==> config.mk <==
export PLATFORM = sky130hd
export DESIGN_NAME = crc32_split_frame_header
export DESIGN_NICKNAME = d
export VERILOG_FILES = /design/src/hw/rtl/crc_sfh_pkg.sv /design/src/hw/rtl/crc_sfh_core.sv /design/src/hw/rtl/crc_sfh_fifo.sv /design/src/hw/rtl/crc_sfh_ser.sv /design/src/hw/rtl/crc32_split_frame_header.sv
export SDC_FILE = /design/constraint.sdc
export NUM_CORES = 1
export LEC_CHECK = 0
export BUFFER_PORTS_ARGS = -buffer_cell sky130_fd_sc_hd__buf_2
export CORE_MARGIN = 4
export CORE_UTILIZATION = 45
export DETAILED_ROUTE_END_ITERATION = 8
export MAX_ROUTING_LAYER = met4
export PLACE_DENSITY_LB_ADDON = 0.05
export SLEW_MARGIN = 10
export SYNTH_ARGS = -nofsm -noshare
export SYNTH_HDL_FRONTEND = slang
export SYNTH_SLANG_ARGS = --single-unit
==> constraint.sdc <==
create_clock -name clk -period 18.6 [get_ports clk]
set_clock_uncertainty 0.2 [all_clocks]
set_input_delay 0 -clock clk [delete_from_list [all_inputs] [get_ports clk]]
set_output_delay 0 -clock clk [all_outputs]
set_load 0.005 [all_outputs]
==> src/hw/rtl/crc_sfh_pkg.sv <==
// Shared types, constants and the CRC-32 byte update for the split-frame header block.
package crc_sfh_pkg;

  localparam int unsigned BYTE_W      = 8;
  localparam int unsigned LEN_W       = 24;
  localparam int unsigned CRC_W       = 32;
  localparam int unsigned IN_TDATA_W  = 48;
  localparam int unsigned IN_TUSER_W  = 2;
  localparam int unsigned HDR_FIFO_DEPTH = 2;

  // in_tdata field offsets
  localparam int unsigned BYTE_LSB  = 0;
  localparam int unsigned LEN_LSB   = 8;
  localparam int unsigned TOTAL_LSB = 32;
  localparam int unsigned INDEX_LSB = 40;

  // in_tuser bits
  localparam int unsigned USER_START = 0;
  localparam int unsigned USER_HAS   = 1;

  localparam logic [CRC_W-1:0] CRC_POLY = 32'hEDB8_8320;
  localparam logic [CRC_W-1:0] CRC_INIT = 32'hFFFF_FFFF;

  localparam logic [BYTE_W-1:0] HDR_MAGIC0 = 8'h1D;
  localparam logic [BYTE_W-1:0] HDR_MAGIC1 = 8'h76;
  localparam logic [BYTE_W-1:0] HDR_MAGIC2 = 8'h40;
  localparam logic [BYTE_W-1:0] HDR_MAGIC3 = 8'h42;

  // header byte offsets
  typedef enum logic [3:0] {
    HB_MAGIC0 = 4'd0,
    HB_MAGIC1 = 4'd1,
    HB_MAGIC2 = 4'd2,
    HB_MAGIC3 = 4'd3,
    HB_TOTAL  = 4'd4,
    HB_INDEX  = 4'd5,
    HB_LEN0   = 4'd6,
    HB_LEN1   = 4'd7,
    HB_LEN2   = 4'd8,
    HB_CRC0   = 4'd9,
    HB_CRC1   = 4'd10,
    HB_CRC2   = 4'd11,
    HB_CRC3   = 4'd12
  } hdr_pos_t;

  // one finished header, CRC already inverted
  typedef struct packed {
    logic [BYTE_W-1:0] total;
    logic [BYTE_W-1:0] index_p1;
    logic [LEN_W-1:0]  length;
    logic [CRC_W-1:0]  crc;
  } hdr_info_t;

  typedef struct packed {
    logic full;
    logic empty;
  } fifo_stat_t;

  // reflected CRC-32, one byte, bitwise form unrolled by synthesis
  function automatic logic [CRC_W-1:0] crc_byte(input logic [CRC_W-1:0] c,
                                                input logic [BYTE_W-1:0] b);
    logic [CRC_W-1:0] x;
    x = c ^ {{(CRC_W-BYTE_W){1'b0}}, b};
    for (int k = 0; k < BYTE_W; k++) begin
      x = x[0] ? ((x >> 1) ^ CRC_POLY) : (x >> 1);
    end
    return x;
  endfunction

endpackage

==> src/hw/rtl/crc_sfh_core.sv <==
// Input register, frame state and CRC update; produces one header record per finished frame.
module crc_sfh_core (
  input  logic                                  clk,
  input  logic                                  rst_n,
  input  logic                                  cfg_wr_en,
  input  logic                                  cfg_wr_data,
  input  logic                                  in_tvalid,
  output logic                                  in_tready,
  input  logic [crc_sfh_pkg::IN_TDATA_W-1:0]    in_tdata,
  input  logic [crc_sfh_pkg::IN_TUSER_W-1:0]    in_tuser,
  input  crc_sfh_pkg::fifo_stat_t               fifo_stat,
  output logic                                  hdr_push,
  output crc_sfh_pkg::hdr_info_t                hdr_info
);
  import crc_sfh_pkg::*;

  logic              cfg_covers_r;

  // input register
  logic              item_vld_r;
  logic              item_start_r;
  logic              item_has_r;
  logic [BYTE_W-1:0] item_byte_r;
  logic [LEN_W-1:0]  item_len_r;
  logic [BYTE_W-1:0] item_total_r;
  logic [BYTE_W-1:0] item_index_r;
  logic [CRC_W-1:0]  item_seed_r;
  logic [CRC_W-1:0]  seed_nxt;
  logic [LEN_W-1:0]  in_len;

  // frame state
  logic [CRC_W-1:0]  crc_r,      crc_nxt;
  logic [LEN_W-1:0]  seen_r,     seen_nxt;
  logic [LEN_W-1:0]  exp_r,      exp_nxt;
  logic [BYTE_W-1:0] total_r,    total_nxt;
  logic [BYTE_W-1:0] index_r,    index_nxt;
  logic              in_frame_r, in_frame_nxt;

  logic              empty_frame;
  logic              take_byte;
  logic              emit;
  logic              adv;
  logic              in_acc;
  logic [CRC_W-1:0]  crc_upd;

  assign in_len = in_tdata[LEN_LSB +: LEN_W];

  // length-byte seed computed on the way in, so the stage below does one byte
  always_comb begin
    seed_nxt = CRC_INIT;
    if (cfg_covers_r) begin
      seed_nxt = crc_byte(seed_nxt, in_len[7:0]);
      seed_nxt = crc_byte(seed_nxt, in_len[15:8]);
      seed_nxt = crc_byte(seed_nxt, in_len[23:16]);
    end
  end

  assign in_tready = !item_vld_r || adv;
  assign in_acc    = in_tvalid && in_tready;

  always_ff @(posedge clk) begin
    if (!rst_n) begin
      cfg_covers_r <= 1'b0;
    end else if (cfg_wr_en) begin
      cfg_covers_r <= cfg_wr_data;
    end
  end

  always_ff @(posedge clk) begin
    if (!rst_n) begin
      item_vld_r <= 1'b0;
    end else if (in_tready) begin
      item_vld_r <= in_tvalid;
    end
  end

  always_ff @(posedge clk) begin
    if (in_acc) begin
      item_start_r <= in_tuser[USER_START];
      item_has_r   <= in_tuser[USER_HAS];
      item_byte_r  <= in_tdata[BYTE_LSB +: BYTE_W];
      item_len_r   <= in_len;
      item_total_r <= in_tdata[TOTAL_LSB +: BYTE_W];
      item_index_r <= in_tdata[INDEX_LSB +: BYTE_W];
      item_seed_r  <= seed_nxt;
    end
  end

  // a start restarts everything from the sampled fields
  always_comb begin
    crc_nxt      = item_start_r ? item_seed_r  : crc_r;
    seen_nxt     = item_start_r ? '0           : seen_r;
    exp_nxt      = item_start_r ? item_len_r   : exp_r;
    total_nxt    = item_start_r ? item_total_r : total_r;
    index_nxt    = item_start_r ? item_index_r : index_r;
    in_frame_nxt = item_start_r || in_frame_r;

    empty_frame = item_start_r && (item_len_r == '0);
    take_byte   = !empty_frame && item_has_r && in_frame_nxt;
    crc_upd     = crc_byte(crc_nxt, item_byte_r);
    emit        = empty_frame;

    if (take_byte) begin
      crc_nxt  = crc_upd;
      seen_nxt = seen_nxt + LEN_W'(1);
      if (seen_nxt == exp_nxt) begin
        emit = 1'b1;
      end
    end
    if (emit) begin
      in_frame_nxt = 1'b0;
    end
  end

  // hold the item while a header has nowhere to go
  assign adv      = item_vld_r && !(emit && fifo_stat.full);
  assign hdr_push = adv && emit;

  assign hdr_info.total    = total_nxt;
  assign hdr_info.index_p1 = index_nxt + BYTE_W'(1);
  assign hdr_info.length   = exp_nxt;
  assign hdr_info.crc      = ~crc_nxt;

  always_ff @(posedge clk) begin
    if (!rst_n) begin
      crc_r      <= CRC_INIT;
      seen_r     <= '0;
      exp_r      <= '0;
      total_r    <= '0;
      index_r    <= '0;
      in_frame_r <= 1'b0;
    end else if (adv) begin
      crc_r      <= crc_nxt;
      seen_r     <= seen_nxt;
      exp_r      <= exp_nxt;
      total_r    <= total_nxt;
      index_r    <= index_nxt;
      in_frame_r <= in_frame_nxt;
    end
  end

endmodule

==> src/hw/rtl/crc_sfh_fifo.sv <==
// Small queue of finished header records between the frame core and the byte serializer.
module crc_sfh_fifo #(
  parameter int unsigned DEPTH = crc_sfh_pkg::HDR_FIFO_DEPTH
) (
  input  logic                    clk,
  input  logic                    rst_n,
  input  logic                    push,
  input  crc_sfh_pkg::hdr_info_t  push_info,
  input  logic                    pop,
  output crc_sfh_pkg::hdr_info_t  head_info,
  output crc_sfh_pkg::fifo_stat_t stat
);
  import crc_sfh_pkg::*;

  localparam int unsigned PTR_W = (DEPTH > 1) ? $clog2(DEPTH) : 1;
  localparam int unsigned CNT_W = $clog2(DEPTH + 1);

  hdr_info_t         entry_r [DEPTH];
  logic [PTR_W-1:0]  wr_ptr_r, wr_ptr_nxt;
  logic [PTR_W-1:0]  rd_ptr_r, rd_ptr_nxt;
  logic [CNT_W-1:0]  count_r,  count_nxt;

  assign stat.full  = (count_r == CNT_W'(DEPTH));
  assign stat.empty = (count_r == '0);
  assign head_info  = entry_r[rd_ptr_r];

  always_comb begin
    wr_ptr_nxt = (wr_ptr_r == PTR_W'(DEPTH - 1)) ? '0 : wr_ptr_r + PTR_W'(1);
    rd_ptr_nxt = (rd_ptr_r == PTR_W'(DEPTH - 1)) ? '0 : rd_ptr_r + PTR_W'(1);
    count_nxt  = count_r;
    if (push && !pop) begin
      count_nxt = count_r + CNT_W'(1);
    end else if (pop && !push) begin
      count_nxt = count_r - CNT_W'(1);
    end
  end

  always_ff @(posedge clk) begin
    if (push) begin
      entry_r[wr_ptr_r] <= push_info;
    end
  end

  always_ff @(posedge clk) begin
    if (!rst_n) begin
      wr_ptr_r <= '0;
      rd_ptr_r <= '0;
      count_r  <= '0;
    end else begin
      if (push) begin
        wr_ptr_r <= wr_ptr_nxt;
      end
      if (pop) begin
        rd_ptr_r <= rd_ptr_nxt;
      end
      count_r <= count_nxt;
    end
  end

endmodule

==> src/hw/rtl/crc_sfh_ser.sv <==
// Header serializer: walks the 13 header bytes of the queue head into the output register.
module crc_sfh_ser (
  input  logic                             clk,
  input  logic                             rst_n,
  input  crc_sfh_pkg::fifo_stat_t          fifo_stat,
  input  crc_sfh_pkg::hdr_info_t           head_info,
  output logic                             hdr_pop,
  output logic                             out_tvalid,
  input  logic                             out_tready,
  output logic [crc_sfh_pkg::BYTE_W-1:0]   out_tdata,
  output logic                             out_tlast
);
  import crc_sfh_pkg::*;

  hdr_pos_t          pos_r, pos_nxt;
  logic              out_vld_r;
  logic [BYTE_W-1:0] out_data_r, byte_nxt;
  logic              out_last_r;
  logic              load;
  logic              at_end;

  assign load   = !fifo_stat.empty && (!out_vld_r || out_tready);
  assign at_end = (pos_r == HB_CRC3);
  assign hdr_pop = load && at_end;

  always_comb begin
    case (pos_r)
      HB_MAGIC0: byte_nxt = HDR_MAGIC0;
      HB_MAGIC1: byte_nxt = HDR_MAGIC1;
      HB_MAGIC2: byte_nxt = HDR_MAGIC2;
      HB_MAGIC3: byte_nxt = HDR_MAGIC3;
      HB_TOTAL:  byte_nxt = head_info.total;
      HB_INDEX:  byte_nxt = head_info.index_p1;
      HB_LEN0:   byte_nxt = head_info.length[7:0];
      HB_LEN1:   byte_nxt = head_info.length[15:8];
      HB_LEN2:   byte_nxt = head_info.length[23:16];
      HB_CRC0:   byte_nxt = head_info.crc[7:0];
      HB_CRC1:   byte_nxt = head_info.crc[15:8];
      HB_CRC2:   byte_nxt = head_info.crc[23:16];
      HB_CRC3:   byte_nxt = head_info.crc[31:24];
      default:   byte_nxt = '0;
    endcase
    pos_nxt = at_end ? HB_MAGIC0 : hdr_pos_t'(pos_r + 4'd1);
  end

  always_ff @(posedge clk) begin
    if (!rst_n) begin
      pos_r     <= HB_MAGIC0;
      out_vld_r <= 1'b0;
    end else begin
      if (load) begin
        pos_r     <= pos_nxt;
        out_vld_r <= 1'b1;
      end else if (out_tready) begin
        out_vld_r <= 1'b0;
      end
    end
  end

  always_ff @(posedge clk) begin
    if (load) begin
      out_data_r <= byte_nxt;
      out_last_r <= at_end;
    end
  end

  assign out_tvalid = out_vld_r;
  assign out_tdata  = out_data_r;
  assign out_tlast  = out_last_r;

endmodule

==> src/hw/rtl/crc32_split_frame_header.sv <==
// First header byte path: input register, header queue, then the output register on out_tvalid.
// Throughput, unless stalled: one input transaction and one header byte per cycle.
// Input stalls only when a header is ready and the header queue (HDR_FIFO_DEPTH records) is full.
// The CRC path is one byte-wide unrolled update per cycle; length seed is done at input capture.
// Reset (rst_n low, synchronous) clears CRC to all ones, counters and mode to zero, queue empty.
module crc32_split_frame_header #(
  parameter int unsigned HDR_FIFO_DEPTH = crc_sfh_pkg::HDR_FIFO_DEPTH
) (
  input  logic                                clk,
  input  logic                                rst_n,
  // configuration: crc_covers_length
  input  logic                                cfg_wr_en,
  input  logic                                cfg_wr_data,
  // payload stream
  input  logic                                in_tvalid,
  output logic                                in_tready,
  // [7:0] byte_value, [31:8] payload_length, [39:32] part_total, [47:40] part_index
  input  logic [crc_sfh_pkg::IN_TDATA_W-1:0]  in_tdata,
  // [0] frame_start, [1] has_byte
  input  logic [crc_sfh_pkg::IN_TUSER_W-1:0]  in_tuser,
  // header stream
  output logic                                out_tvalid,
  input  logic                                out_tready,
  // [7:0] header_byte
  output logic [crc_sfh_pkg::BYTE_W-1:0]      out_tdata,
  // header_last: set on the final CRC byte
  output logic                                out_tlast
);
  import crc_sfh_pkg::*;

  fifo_stat_t fifo_stat;
  hdr_info_t  push_info;
  hdr_info_t  head_info;
  logic       hdr_push;
  logic       hdr_pop;

  // Frame core: registers each input transaction, then runs the frame state
  // and one CRC byte update; a finished frame becomes one header record.
  crc_sfh_core u_core (
    .clk         (clk),
    .rst_n       (rst_n),
    .cfg_wr_en   (cfg_wr_en),
    .cfg_wr_data (cfg_wr_data),
    .in_tvalid   (in_tvalid),
    .in_tready   (in_tready),
    .in_tdata    (in_tdata),
    .in_tuser    (in_tuser),
    .fifo_stat   (fifo_stat),
    .hdr_push    (hdr_push),
    .hdr_info    (push_info)
  );

  // Header records wait here while earlier headers drain byte by byte.
  crc_sfh_fifo #(
    .DEPTH (HDR_FIFO_DEPTH)
  ) u_fifo (
    .clk       (clk),
    .rst_n     (rst_n),
    .push      (hdr_push),
    .push_info (push_info),
    .pop       (hdr_pop),
    .head_info (head_info),
    .stat      (fifo_stat)
  );

  // Serializer with output register; pops a record as its last byte loads.
  crc_sfh_ser u_ser (
    .clk        (clk),
    .rst_n      (rst_n),
    .fifo_stat  (fifo_stat),
    .head_info  (head_info),
    .hdr_pop    (hdr_pop),
    .out_tvalid (out_tvalid),
    .out_tready (out_tready),
    .out_tdata  (out_tdata),
    .out_tlast  (out_tlast)
  );

  // core must never push into a full header queue
  a_no_overflow: assert property (@(posedge clk) disable iff (!rst_n)
    !(hdr_push && fifo_stat.full))
    else $error("header queue overflow");

  // serializer pops only a record that exists
  a_no_underflow: assert property (@(posedge clk) disable iff (!rst_n)
    hdr_pop |-> !fifo_stat.empty)
    else $error("header queue underflow");

  // popping a record means its last byte is on the output next cycle
  a_pop_last: assert property (@(posedge clk) disable iff (!rst_n)
    hdr_pop |=> (out_tvalid && out_tlast))
    else $error("header pop without last byte");

endmodule

==> results.py <==
metrics = {
    "synthesis": {
        "ys_warn_count": 0,
        "syn_area_sq_um": 18110,
        "synth_nets": 1695,
        "synth-edff-count": 235,
        "synth_compound_area_share_pct": 11.79,
        "synth_xor_area_share_pct": 15.53,
        "synthSimpleGateAreaFrac_pct": 10.82,
        "synthMuxAreaShare_pct": 6.659,
        "synthArstFlopShare_pct": 0,
        "synth.ff_latch_count": 344,
        "synth_top_family_by_area": "XOR/XNOR gates",
        "synth.distinct_cells": 77,
        "yosys.area_share.adder_pct": 0.4145,
        "synth_cells": 1633,
        "synth-main-ff-cell": "edfxtp_1",
        "avgSynthCellArea_sq_um": 11.09,
        "seq_area_frac_synth_pct": 51.01,
    },
    "cts": {
        "cts_tree": "done",
        "clock_sinks": 344,
        "path_clk_slew_ns": 0.06,
        "clockBufferDepth": 3,
        "clk_latency_ns": 0.56,
        "htree_levels": 2,
        "root_buffer": "clkbuf_16",
        "cts_buffers": 39,
        "cts_resized": 0,
        "post_cts_buffers": 0,
    },
    "grt": {
        "gr-total-overflow": 0,
        "grt_util_all_layers_pct": 23.06,
        "grt_pass1_vias": 12330,
        "grt_max_degree": 74,
        "grt_pass1_wl_microns": 75640,
        "antenna_found_initial": 0,
    },
    "detailed_routing": {
        "drtPass1Iterations": 5,
        "drt-initial-drc-count": 1193,
        "wl_per_cell_microns": 21.68,
        "num_vias": 12880,
        "via_per_inst": 5.633,
        "drtAntennaViolNets": 0,
        "drc": 0,
        "finalWirelength_microns": 49580,
    },
    "setup_path": {
        "critical_path.max_fanout": 73,
        "crit_arrival_ns": 6.02,
        "worst_ep_required_time_ns": 18.85,
        "rrSetupSlack_ns": 12.84,
        "crit_chain": "buf_4 > buf_4 > buf_4 > mux2_2 > or4_1 > o21ai_0 > a221oi_1 > nand4b_1 > o21ai_4 > buf_4 > nand2_1 > a32o_1",
        "crit_top_cell": "buf_4",
        "critPathKind": "flop to flop",
        "worstReg2RegEnd": "u_core.seen_r[6]",
        "cpLargestDelayFamily": "buffers and inverters",
        "r2r_start": "u_core.item_start_r",
        "cpPeakStageDelay_ns": 0.76,
        "path_buf_inv": 4,
        "cp-end-kind": "flop",
        "cp.depth": 12,
        "rr_worst_depth": 12,
        "crit_slowest_cell": "buf_4",
        "start_kind": "flop",
    },
    "run_status": {
        "outcome": "completed",
    },
    "floorplan": {
        "core_sq_um": 39730,
        "initial_utilization_pct": 45.59,
        "die_w_microns": 208.6,
        "die_h_microns": 208.6,
        "rows": 73,
        "dieArea_sq_um": 43520,
        "ios": 67,
    },
    "power": {
        "p_int_uw": 1724,
        "p_total_uw": 2531,
        "clock_power_share_pct": 30.9,
        "p_sw_share_pct": 31.89,
        "seqPwrFrac_pct": 36.6,
        "p_switching_uw": 807.3,
        "cellPowerDensity_nw_per_um2": 121.0,
        "irDropWorstVdd_v": 0.00006970,
        "pwr-share-comb_pct": 32.5,
        "leakage_uw": 0.007112,
    },
    "final_layout": {
        "finalNetCount": 1794,
        "final_common_cell": "edfxtp_1",
        "final_cells": 2287,
        "layout_common_cells": "edfxtp_1 (235), xnor2_1 (180), nand2_1 (155)",
        "drive_gt1_share_pct": 10.16,
        "fin_area_sq_um": 20930,
        "areaGrowthSynthToFinish_pct": 15.54,
        "diodes": 0,
    },
    "min_path": {
        "whs_endpoint": "u_core.item_len_r[20]",
        "hold_class": "input port to flop",
        "hold_path.startpoint": "in_tdata[28]",
        "holdPathStages": 2,
    },
    "placed_design": {
        "post-dp-hpwl_microns": 34220,
        "gp_congestion": 0.9233,
        "io_buffer_count": 66,
        "dpl-instance-area_sq_um": 18750,
        "place_inst": 2128,
    },
    "sta": {
        "tightestPinTransition_ns": 1.159,
        "period_needed_ns": 5.765,
        "rsz0062_at_grt": "false",
        "finalSetupViolations": 0,
        "slew_viol_final": 0,
        "tns_ns": 0,
        "min_period_over_period_pct": 30.99,
        "hold_viol": 0,
        "max_freq_ghz": 0.1735,
        "slew_headroom_pct": 21.91,
    },
    "flow_run": {
        "max-cap-violations": 0,
    },
}
-- Yosys cell counts (10+ instances only) --
cell,count,area (sq um)
edfxtp_1,235,7057
o211ai_1,38,285.3
nand3_1,45,225.2
and2_1,10,62.56
dfxtp_1,109,2182
xor2_1,79,691.9
nor3_1,22,110.1
o21ai_0,110,550.5
and4b_1,14,140.1
o22ai_1,29,181.4
inv_1,45,168.9
xnor2_1,180,1577
nand4_1,14,87.58
a31oi_1,17,106.4
nand2_1,156,585.6
clkbuf_1,73,274.0
buf_2,19,95.09
nor2_1,43,161.4
nor4_1,19,118.9
mux2i_1,116,1161
a21oi_1,51,255.2
and3_1,11,68.82
a211oi_1,36,270.3
-- kinds of logic after synthesis --
logic type | Yosys count
xor gates and xnor gates | 284
AOI/OAI and AO/OA | 338
adders and majority gates | 6
DFF | 344
and+or+nand+nor | 386
buffers and inverters | 155
muxes | 120
-- layout make-up --
class / instances / area [sq um]
Inverter: 46 / 172.7
Clock buffer: 52 / 1086
Sequential cell: 344 / 9243
Timing Repair Buffer: 167 / 1311
Fill cell: 3467 / 18810
Multi-Input combinational cell: 1134 / 8243
Tap cell: 525 / 656.9
Clock inverter: 19 / 214.0
-- metal layers --
| layer | wire length [microns] | global-route usage (%) |
|---|---|---|
| met1 | 23420 | 33.01 |
| met2 | 22290 | 34.55 |
| met3 | 2680 | 3.933 |
| met4 | 1190 | 5.693 |
| met5 | 0 | - |
-- state kept, by name, indices dropped and copies added (netlist names), 2 cells and up, named ones only --
register and count:
u_core.crc_r 32, u_core.exp_r 24, u_core.index_r 8, u_core.item_byte_r 8, u_core.item_index_r 8, u_core.item_len_r 24, u_core.item_seed_r 32, u_core.item_total_r 8
u_core.seen_r 24, u_core.total_r 8, u_fifo.count_r 2, u_fifo.entry_r 144, u_ser.out_tdata 8, u_ser.pos_r 4
-- worst reg2reg max path, stage by stage (launching register included) --
cell	delay, ns
edfxtp_1	0.32
buf_4	0.39
buf_4	0.66
buf_4	0.80
mux2_2	0.53
or4_1	0.47
o21ai_0	0.08
a221oi_1	0.13
nand4b_1	0.34
o21ai_4	0.20
buf_4	0.67
nand2_1	0.50
a32o_1	0.36
-- through the flow --
stage,hold WS [ns],setup slack (ns),util (%)
detailed placement,-0.02189,12.90,47.18
global route,0.01666,12.50,52.67
finish,0.04269,12.84,52.67
floorplan,-0.1011,11.50,-
global placement,-0.02254,12.97,47.18
CTS,0.0004113,12.87,52.67
-- worst max path at each step --
stage                     slack, ns                 from                     to
after floorplan               11.50     u_core.seen_r[1]  u_core.item_byte_r[0]
after global placement        12.97  u_core.item_start_r       u_core.seen_r[6]
after detailed placement      12.90  u_core.item_start_r       u_core.seen_r[6]
after CTS                     12.87  u_core.item_start_r       u_core.seen_r[6]
after global routing          12.50  u_core.item_start_r       u_core.seen_r[2]
final                         12.84  u_core.item_start_r       u_core.seen_r[6]
-- power by group through the flow --
stage	Combinational, uW	Clock (uW)	Sequential (uW)
after CTS	828	799	926
after floorplan	646	0	924
after global routing	892	830	930
after global placement	807	0	942
final	822	782	927
after detailed placement	811	0	942
-- repair_timing --
action	CTS	global route
hold endpoints to repair	99	0
setup endpoints to repair	0	0
hold buffers	88	0
No activity file was read; power rests on OpenSTA's default activity.
